**src/sv/kopq_pkg.sv**
```systemverilog
`timescale 1ns / 1ps
// ----------------------------------------------------------------------------
// kopq_pkg
// types, request and status codes shared by the process queue modules
// ----------------------------------------------------------------------------
package kopq_pkg;

	// request codes, code 7 has no meaning
	typedef enum logic [2:0] {
		REQ_APPEND    = 3'd0,
		REQ_RM_ID     = 3'd1,
		REQ_FIND_ID   = 3'd2,
		REQ_READ_POS  = 3'd3,
		REQ_RM_HANDLE = 3'd4,
		REQ_CLEAR     = 3'd5,
		REQ_RM_FIRST  = 3'd6
	} req_code_t;

	// result status codes
	typedef enum logic [1:0] {
		ST_DONE = 2'd0,
		ST_MISS = 2'd1,
		ST_FULL = 2'd2
	} status_t;

	// request payload
	typedef struct packed {
		logic [2:0]  req_type;
		logic [15:0] proc_id;
		logic [15:0] proc_handle;
		logic [5:0]  position;
	} kopq_req_t;

	// result payload
	typedef struct packed {
		status_t     status;
		logic [15:0] out_id;
		logic [15:0] out_handle;
		logic [6:0]  entry_count;
	} kopq_rsp_t;

	// one stored queue entry
	typedef struct packed {
		logic [15:0] id;
		logic [15:0] handle;
	} entry_t;

	// source of the result entry
	typedef enum logic [1:0] {
		SRC_ZERO = 2'd0,
		SRC_REQ  = 2'd1,
		SRC_RD   = 2'd2
	} res_src_t;

	// walk pointer operations
	typedef enum logic [2:0] {
		PTR_HOLD     = 3'd0,
		PTR_ZERO     = 3'd1,
		PTR_POS      = 3'd2,
		PTR_NEXT_HIT = 3'd3,
		PTR_INC      = 3'd4
	} ptr_op_t;

	// controller to datapath commands
	typedef struct packed {
		logic     latch_req;
		logic     res_load;
		status_t  res_status;
		res_src_t res_src;
		logic     append_wr;
		logic     cnt_clear;
		logic     cnt_dec;
		ptr_op_t  ptr_op;
		logic     scan_issue;
		logic     hit_load;
		logic     hit_inc;
		logic     shift_wr;
		logic     out_load;
	} kopq_cmd_t;

	// datapath to controller status
	typedef struct packed {
		logic [2:0] req_type;
		logic       full;
		logic       pos_ok;
		logic       hit;
		logic       more;
		logic       tail;
		logic       shift_last;
	} kopq_sts_t;

endpackage

```
**src/sv/kopq_ctrl.sv**
```systemverilog
`timescale 1ns / 1ps
// ----------------------------------------------------------------------------
// kopq_ctrl
// sequencer for the process queue: dispatch, scan, shift, position read and result transfer
// ----------------------------------------------------------------------------
module kopq_ctrl (
	input  logic                clk,
	input  logic                arst_n,
	input  logic                req_valid,
	output logic                req_stall,
	output logic                rsp_valid,
	input  logic                rsp_stall,
	input  kopq_pkg::kopq_sts_t sts,
	output kopq_pkg::kopq_cmd_t cmd
);

	typedef enum logic [7:0] {
		S_IDLE        = 8'b0000_0001,
		S_DISPATCH    = 8'b0000_0010,
		S_SCAN        = 8'b0000_0100,
		S_SHIFT_PRIME = 8'b0000_1000,
		S_SHIFT       = 8'b0001_0000,
		S_POS_READ    = 8'b0010_0000,
		S_POS_CAPTURE = 8'b0100_0000,
		S_FINISH      = 8'b1000_0000
	} ctrl_state_t;

	ctrl_state_t state_q;
	ctrl_state_t state_d;
	logic        rsp_valid_q;
	logic        out_free;
	logic        is_find;

	// output register can take a new result
	assign out_free  = !rsp_valid_q || !rsp_stall;
	assign is_find   = (sts.req_type == kopq_pkg::REQ_FIND_ID);
	assign req_stall = (state_q != S_IDLE);
	assign rsp_valid = rsp_valid_q;

	// next state and commands
	always_comb begin
		state_d        = state_q;
		cmd.latch_req  = 1'b0;
		cmd.res_load   = 1'b0;
		cmd.res_status = kopq_pkg::ST_MISS;
		cmd.res_src    = kopq_pkg::SRC_ZERO;
		cmd.append_wr  = 1'b0;
		cmd.cnt_clear  = 1'b0;
		cmd.cnt_dec    = 1'b0;
		cmd.ptr_op     = kopq_pkg::PTR_HOLD;
		cmd.scan_issue = 1'b0;
		cmd.hit_load   = 1'b0;
		cmd.hit_inc    = 1'b0;
		cmd.shift_wr   = 1'b0;
		cmd.out_load   = 1'b0;
		case (state_q)
			S_IDLE: begin
				if (req_valid) begin
					cmd.latch_req = 1'b1;
					state_d       = S_DISPATCH;
				end
			end
			S_DISPATCH: begin
				case (sts.req_type)
					kopq_pkg::REQ_APPEND: begin
						cmd.res_load = 1'b1;
						if (sts.full) begin
							cmd.res_status = kopq_pkg::ST_FULL;
						end else begin
							cmd.append_wr  = 1'b1;
							cmd.res_status = kopq_pkg::ST_DONE;
							cmd.res_src    = kopq_pkg::SRC_REQ;
						end
						state_d = S_FINISH;
					end
					kopq_pkg::REQ_RM_ID, kopq_pkg::REQ_FIND_ID,
					kopq_pkg::REQ_RM_HANDLE, kopq_pkg::REQ_RM_FIRST: begin
						cmd.ptr_op = kopq_pkg::PTR_ZERO;
						state_d    = S_SCAN;
					end
					kopq_pkg::REQ_READ_POS: begin
						if (sts.pos_ok) begin
							cmd.ptr_op = kopq_pkg::PTR_POS;
							state_d    = S_POS_READ;
						end else begin
							cmd.res_load = 1'b1;
							state_d      = S_FINISH;
						end
					end
					kopq_pkg::REQ_CLEAR: begin
						cmd.cnt_clear  = 1'b1;
						cmd.res_load   = 1'b1;
						cmd.res_status = kopq_pkg::ST_DONE;
						state_d        = S_FINISH;
					end
					default: begin
						cmd.res_load = 1'b1;
						state_d      = S_FINISH;
					end
				endcase
			end
			// one read issued and one compare made per cycle
			S_SCAN: begin
				if (sts.hit) begin
					cmd.res_load   = 1'b1;
					cmd.res_status = kopq_pkg::ST_DONE;
					cmd.res_src    = kopq_pkg::SRC_RD;
					if (is_find) begin
						state_d = S_FINISH;
					end else if (sts.tail) begin
						cmd.hit_load = 1'b1;
						cmd.ptr_op   = kopq_pkg::PTR_NEXT_HIT;
						state_d      = S_SHIFT_PRIME;
					end else begin
						cmd.cnt_dec = 1'b1;
						state_d     = S_FINISH;
					end
				end else if (!sts.more) begin
					cmd.res_load = 1'b1;
					state_d      = S_FINISH;
				end else begin
					cmd.scan_issue = 1'b1;
					cmd.ptr_op     = kopq_pkg::PTR_INC;
				end
			end
			S_SHIFT_PRIME: begin
				cmd.ptr_op = kopq_pkg::PTR_INC;
				state_d    = S_SHIFT;
			end
			// close the gap, one entry moved per cycle
			S_SHIFT: begin
				cmd.shift_wr = 1'b1;
				cmd.hit_inc  = 1'b1;
				if (sts.shift_last) begin
					cmd.cnt_dec = 1'b1;
					state_d     = S_FINISH;
				end else begin
					cmd.ptr_op = kopq_pkg::PTR_INC;
				end
			end
			S_POS_READ: begin
				state_d = S_POS_CAPTURE;
			end
			S_POS_CAPTURE: begin
				cmd.res_load   = 1'b1;
				cmd.res_status = kopq_pkg::ST_DONE;
				cmd.res_src    = kopq_pkg::SRC_RD;
				state_d        = S_FINISH;
			end
			S_FINISH: begin
				if (out_free) begin
					cmd.out_load = 1'b1;
					state_d      = S_IDLE;
				end
			end
			default: begin
				state_d = S_IDLE;
			end
		endcase
	end

	// state and result valid
	always_ff @(posedge clk or negedge arst_n) begin
		if (!arst_n) begin
			state_q     <= S_IDLE;
			rsp_valid_q <= 1'b0;
		end else begin
			state_q <= state_d;
			if (cmd.out_load) begin
				rsp_valid_q <= 1'b1;
			end else if (!rsp_stall) begin
				rsp_valid_q <= 1'b0;
			end
		end
	end

endmodule

```
**src/sv/kopq_dpath.sv**
```systemverilog
`timescale 1ns / 1ps
// ----------------------------------------------------------------------------
// kopq_dpath
// entry memory, count, walk pointers, compare and result registers
// ----------------------------------------------------------------------------
module kopq_dpath #(
	parameter int DEPTH = 64
) (
	input  logic                clk,
	input  logic                arst_n,
	input  kopq_pkg::kopq_req_t req,
	input  kopq_pkg::kopq_cmd_t cmd,
	output kopq_pkg::kopq_sts_t sts,
	output kopq_pkg::kopq_rsp_t rsp
);

	localparam int AW = $clog2(DEPTH);
	localparam int CW = $clog2(DEPTH + 1);

	kopq_pkg::entry_t    mem [DEPTH];
	kopq_pkg::kopq_req_t req_q;
	kopq_pkg::entry_t    rd_q;
	kopq_pkg::entry_t    res_entry_q;
	kopq_pkg::status_t   res_status_q;
	kopq_pkg::kopq_rsp_t rsp_q;
	logic [CW-1:0]       count_q;
	logic [CW-1:0]       ptr_q;
	logic [CW-1:0]       rd_idx_q;
	logic [CW-1:0]       hit_idx_q;
	logic [CW-1:0]       next_idx;
	logic                rd_v_q;
	logic                key_match;
	logic                mem_we;
	logic [AW-1:0]       mem_waddr;
	kopq_pkg::entry_t    mem_wdata;

	assign next_idx = rd_idx_q + CW'(1);

	// key compare on the entry read last cycle
	always_comb begin
		case (req_q.req_type)
			kopq_pkg::REQ_RM_HANDLE: key_match = (rd_q.handle == req_q.proc_handle);
			kopq_pkg::REQ_RM_FIRST:  key_match = 1'b1;
			default:                 key_match = (rd_q.id == req_q.proc_id);
		endcase
	end

	// status toward the controller
	always_comb begin
		sts.req_type   = req_q.req_type;
		sts.full       = (count_q == CW'(DEPTH));
		sts.pos_ok     = (32'(req_q.position) < 32'(count_q));
		sts.hit        = rd_v_q && key_match;
		sts.more       = (ptr_q < count_q);
		sts.tail       = (next_idx < count_q);
		sts.shift_last = (ptr_q >= count_q);
	end

	// memory write port: append at tail or move one entry down
	always_comb begin
		mem_we    = cmd.append_wr || cmd.shift_wr;
		mem_waddr = hit_idx_q[AW-1:0];
		mem_wdata = rd_q;
		if (cmd.append_wr) begin
			mem_waddr = count_q[AW-1:0];
			mem_wdata = '{id: req_q.proc_id, handle: req_q.proc_handle};
		end
	end

	always_ff @(posedge clk) begin
		if (mem_we) begin
			mem[mem_waddr] <= mem_wdata;
		end
	end

	// registered read at the walk pointer
	always_ff @(posedge clk) begin
		rd_q <= mem[ptr_q[AW-1:0]];
	end

	// request latch and payload registers
	always_ff @(posedge clk) begin
		if (cmd.latch_req) begin
			req_q <= req;
		end
		if (cmd.scan_issue) begin
			rd_idx_q <= ptr_q;
		end
		if (cmd.hit_load) begin
			hit_idx_q <= rd_idx_q;
		end else if (cmd.hit_inc) begin
			hit_idx_q <= hit_idx_q + CW'(1);
		end
		if (cmd.res_load) begin
			res_status_q <= cmd.res_status;
			case (cmd.res_src)
				kopq_pkg::SRC_REQ: res_entry_q <= '{id: req_q.proc_id, handle: req_q.proc_handle};
				kopq_pkg::SRC_RD:  res_entry_q <= rd_q;
				default:           res_entry_q <= '0;
			endcase
		end
		if (cmd.out_load) begin
			rsp_q.status      <= res_status_q;
			rsp_q.out_id      <= res_entry_q.id;
			rsp_q.out_handle  <= res_entry_q.handle;
			rsp_q.entry_count <= 7'(32'(count_q));
		end
	end

	// entry count, walk pointer and read-valid flag
	always_ff @(posedge clk or negedge arst_n) begin
		if (!arst_n) begin
			count_q <= '0;
			ptr_q   <= '0;
			rd_v_q  <= 1'b0;
		end else begin
			rd_v_q <= cmd.scan_issue && sts.more;
			if (cmd.cnt_clear) begin
				count_q <= '0;
			end else if (cmd.cnt_dec) begin
				count_q <= count_q - CW'(1);
			end else if (cmd.append_wr) begin
				count_q <= count_q + CW'(1);
			end
			case (cmd.ptr_op)
				kopq_pkg::PTR_ZERO:     ptr_q <= '0;
				kopq_pkg::PTR_POS:      ptr_q <= CW'(req_q.position);
				kopq_pkg::PTR_NEXT_HIT: ptr_q <= next_idx;
				kopq_pkg::PTR_INC:      ptr_q <= ptr_q + CW'(1);
				default:                ptr_q <= ptr_q;
			endcase
		end
	end

	assign rsp = rsp_q;

endmodule

```
**src/sv/keyed_ordered_process_queue_core.sv**
```systemverilog
`timescale 1ns / 1ps
// ----------------------------------------------------------------------------
// keyed_ordered_process_queue_core
// ordered process queue with append, keyed find and order-keeping removal
// ----------------------------------------------------------------------------
//  channel | direction | handshake           | payload
//  req     | in        | req_valid/req_stall | kopq_req_t
//  rsp     | out       | rsp_valid/rsp_stall | kopq_rsp_t
//
//  one request at a time. a search walks the entries from the head and
//  stops at the first hit or at the end of the queue; a removal ahead of
//  the last entry then moves each later entry down to close the gap, both
//  walking the entry memory (one read and one write port) one entry per
//  cycle. the entry count clears on reset, the memory has no reset.
//  a stalled result sits in the output register while the next request is
//  taken; the sequencer waits for it only when its own result is ready.
module keyed_ordered_process_queue_core #(
	parameter int DEPTH = 64
) (
	input  logic                clk,
	input  logic                arst_n,
	input  logic                req_valid,
	output logic                req_stall,
	input  kopq_pkg::kopq_req_t req,
	output logic                rsp_valid,
	input  logic                rsp_stall,
	output kopq_pkg::kopq_rsp_t rsp
);

	kopq_pkg::kopq_cmd_t cmd;
	kopq_pkg::kopq_sts_t sts;

	// sequencer
	kopq_ctrl u_ctrl (
		.clk       (clk),
		.arst_n    (arst_n),
		.req_valid (req_valid),
		.req_stall (req_stall),
		.rsp_valid (rsp_valid),
		.rsp_stall (rsp_stall),
		.sts       (sts),
		.cmd       (cmd)
	);

	// storage and compare
	kopq_dpath #(
		.DEPTH (DEPTH)
	) u_dpath (
		.clk    (clk),
		.arst_n (arst_n),
		.req    (req),
		.cmd    (cmd),
		.sts    (sts),
		.rsp    (rsp)
	);

endmodule

```
**config.mk**
```make
export PLATFORM = sky130hd
export DESIGN_NAME = keyed_ordered_process_queue_core
export DESIGN_NICKNAME = d
export VERILOG_FILES = /design/src/sv/kopq_pkg.sv /design/src/sv/kopq_ctrl.sv /design/src/sv/kopq_dpath.sv /design/src/sv/keyed_ordered_process_queue_core.sv
export SDC_FILE = /design/constraint.sdc
export NUM_CORES = 2
export LEC_CHECK = 0
export BUFFER_PORTS_ARGS = -buffer_cell sky130_fd_sc_hd__buf_2
export CAP_MARGIN = 5
export CELL_PAD_IN_SITES_DETAIL_PLACEMENT = 2
export CELL_PAD_IN_SITES_GLOBAL_PLACEMENT = 2
export CORE_UTILIZATION = 25
export DETAILED_ROUTE_END_ITERATION = 10
export PLACE_DENSITY = 0.55
export SLEW_MARGIN = 20
export SYNTH_ARGS = -nofsm -noshare
export SYNTH_HDL_FRONTEND = slang
export SYNTH_HIERARCHICAL = 1
export SYNTH_SLANG_ARGS = --single-unit
```
**constraint.sdc**
```tcl
create_clock -name clk -period 8.68 [get_ports clk]
set_input_delay 0.434 -clock clk [delete_from_list [all_inputs] [get_ports clk]]
set_output_delay 0.434 -clock clk [all_outputs]
set_load 0.01 [all_outputs]
```
==> results.yml <==
status:
  status: "finished clean"
logic_synthesis:
  ys.warnings.count: 6
  ys.flop_type: "edfxtp_1"
  synthArstFlopShare: 0.0107
  synth_edf_count: 2177
  syn_area_um2: 86100
  avgSynthCellArea_um2: 21.2
  yosys_register_bits: 2233
  ys_types: 65
  syn_nets: 4132
  synth_cells: 4058
  seq_area_frac_synth: 0.774
timing:
  relSlewSlack: 0.155
  setup_viol: 0
  fin_crit_ns: 4.93
  rsz0062_at_grt: "false"
  final.setup.tns_ns: 0
  finalHoldViolCount: 0
  tightestPinTransition_ns: 1.26
  fin_crit_sh: 0.568
  clock.fmax_mhz: 203
  finalMaxSlewViolations: 0
  finalClockSkew_ns: 0.0328
routing:
  vias: 43422
  wl_per_cell_um: 29.4
  dr.pass1.iters: 5
  ant_nets: 0
  drtIter0Drc: 4298
  drcViolationCount: 0
  routed_wirelength_um: 268000
  via_per_inst: 4.76
floorplan:
  row_count: 215
  core-area_um2: 343000
  dieArea_um2: 347000
  ios: 88
  die_h_um: 589
  initial_utilization: 0.251
  dieWidth_um: 589
cts:
  clk_latency_ns: 0.88
  tritoncts: "built"
  post_cts_resized: 0
  root_buffer: "clkbuf_16"
  cts_buffers: 234
  path_clk_slew_ns: 0.06
  cts_sinks: 2233
  postCtsSetupRepairBufs: 0
  htreeDepth: 4
  hold_buffers: 44
  clockBufferDepth: 3
critical_path:
  critPathMaxStageDelay_ns: 1.05
  start_kind: "register"
  critPathArrivalTime_ns: 5.42
  critPathSlowestCell: "nor2_4"
  required_ns: 9.17
  cp_max_fo: 41
  r2r_slack_ns: 3.75
  crit_chain: "nor4_4 -> nand4b_2 -> nor4_2 -> buf_4 -> inv_1 -> o21ai_0 -> nand2_1 -> nor2_4"
  endpoint_kind: "register"
  crit_family: "simple AND/OR/NAND/NOR gates"
  crit_buf_inv: 2
  crit_type: "register to register"
power_and_ir_drop:
  power_mw: 32.1
  p_leak_nw: 30.5
  vdd_ir_drop_max_mv: 0.285
  p_per_area_nw_per_um2: 317
min_path:
  min_path_type: "input pin to asynchronous set/reset pin"
cells_and_area:
  final_layout_size_suffix_gt1_frac: 0.271
  multi_input_area_um2: 18800
  fillerInstances: 34483
  syn2layout_area_growth_pct: 17.6
  stdcell_area_um2: 101000
  finalNetCount: 4427
  final-seq-area_um2: 66600
placed_design:
  place_area_um2: 93000
  port_buffers: 87
  gp_congestion: 0.799
  post-dp-hpwl_um: 158000
grt:
  grt_max_degree: 92
  grt_pass1_vias: 45788
  grt.total_usage: 0.153
  grt_pass1_wl_um: 374000
  grt.overflow.total: 0
  antenna_found_initial: 18
job:
  drv_cap: 0
## placed cells by master, fill, tap and decap left out, drive strengths merged, types with 39 or more instances in the layout
master       count
edfxtp        2177
mux4           467
clkbuf         301
buf            238
nor2           155
nand2          138
a22oi          110
clkinv         105
mux2            93
mux2i           74
a21oi           56
a22o            50
a221oi          48
dlygate4sd3     44
nand3           42
o21ai           39
## synth_stat cells (42+ instances only)
master,count,area share
nand2_1,138,0.0060
buf_2,44,0.0026
clkbuf_1,103,0.0045
mux2_2,93,0.012
a221oi_1,48,0.0049
edfxtp_1,2177,0.76
mux2i_1,74,0.0086
a22oi_1,110,0.0096
a21oi_1,56,0.0033
a22o_1,50,0.0051
mux4_2,467,0.12
nand3_1,42,0.0024
nor2_1,155,0.0068
## worst paths after layout
path                                                    from                      endpoint  cells after the start
hold reg to reg            u_dpath/res_entry_q[26]$_DFFE_PP_     u_dpath/rsp[33]$_DFFE_PP_                      0
max in group asynchronous                             arst_n  u_dpath/ptr_q[2]$_DFFE_PN0P_                      2
setup / recovery               u_ctrl/state_q[3]$_DFFE_PN0P_  u_dpath/mem[2][15]$_DFFE_PP_                      8
setup reg to reg               u_ctrl/state_q[3]$_DFFE_PN0P_  u_dpath/mem[2][15]$_DFFE_PP_                      8
hold / removal                                        arst_n  u_ctrl/rsp_valid$_DFFE_PN0P_                      2
min in group clk                                     req[29]   u_dpath/req_q[29]$_DFFE_PP_                      2
## power by group
part,internal [mW],leakage [nW],switching [mW]
sequential,13.7,20.2,0.401
clock,5.78,3.72,4.27
combinational,2.32,6.60,5.65
## stage by stage
step	setup WS [ns]	util	hold slack, ns	std cells
after floorplan	4.28	-	0.138	4058
after global placement	3.72	0.271	0.405	8610
after detailed placement	3.73	0.271	0.406	8619
after CTS	3.72	0.295	0.116	9105
after global routing	3.43	0.295	0.192	9117
final	3.75	0.296	0.157	9127
## worst register-to-register path, stage by stage (launching register included)
cell      delay [ns]
dfrtp_1         0.44
nor4_4          0.45
nand4b_2        0.39
nor4_2          0.31
buf_4           0.48
inv_1           0.20
o21ai_0         0.48
nand2_1         0.71
nor2_4          1.06
## sequential cells by signal (all words and copies together) (netlist names)
signal and cells:
u_dpath/res_status_q 2, u_dpath/count_q 7, u_dpath/rd_v_q 1, u_dpath/res_entry_q 32, u_dpath/rd_q 32, u_dpath/rsp 41, u_dpath/sts 3, u_dpath/hit_idx_q 6
u_ctrl/state_q 8, u_dpath/mem 2048, u_dpath/rd_idx_q 7, u_dpath/ptr_q 7, u_dpath/req_q 38, u_ctrl/rsp_valid 1
## kinds of logic after synthesis
kind of cell | Yosys count | synth area share
AO/OA/AOI/OAI | 440 | 0.0375
XOR/XNOR | 49 | 0.00498
adder cells (fa/ha/maj) | 29 | 0.00430
buffers and inverters | 255 | 0.0145
flip-flops | 2233 | 0.774
multiplexers | 634 | 0.143
AND/OR/NAND/NOR | 418 | 0.0220
## layer usage
layer / wire, um / GRT usage
met1: 119000 / 0.213
met2: 127000 / 0.248
met4: 6020 / 0.0377
met5: 13 / 0
met3: 15800 / 0.0239
## cell type report
| type | count | area share |
|---|---|---|
| Multi-Input combinational cell | 1570 | 0.186 |
| Clock buffer | 298 | 0.0612 |
| Antenna cell | 11 | 0.000272 |
| Clock inverter | 144 | 0.0142 |
| Tap cell | 4557 | 0.0563 |
| Inverter | 29 | 0.00107 |
| Sequential cell | 2233 | 0.658 |
| Timing Repair Buffer | 285 | 0.0234 |
(Power assumes the default switching activity.)
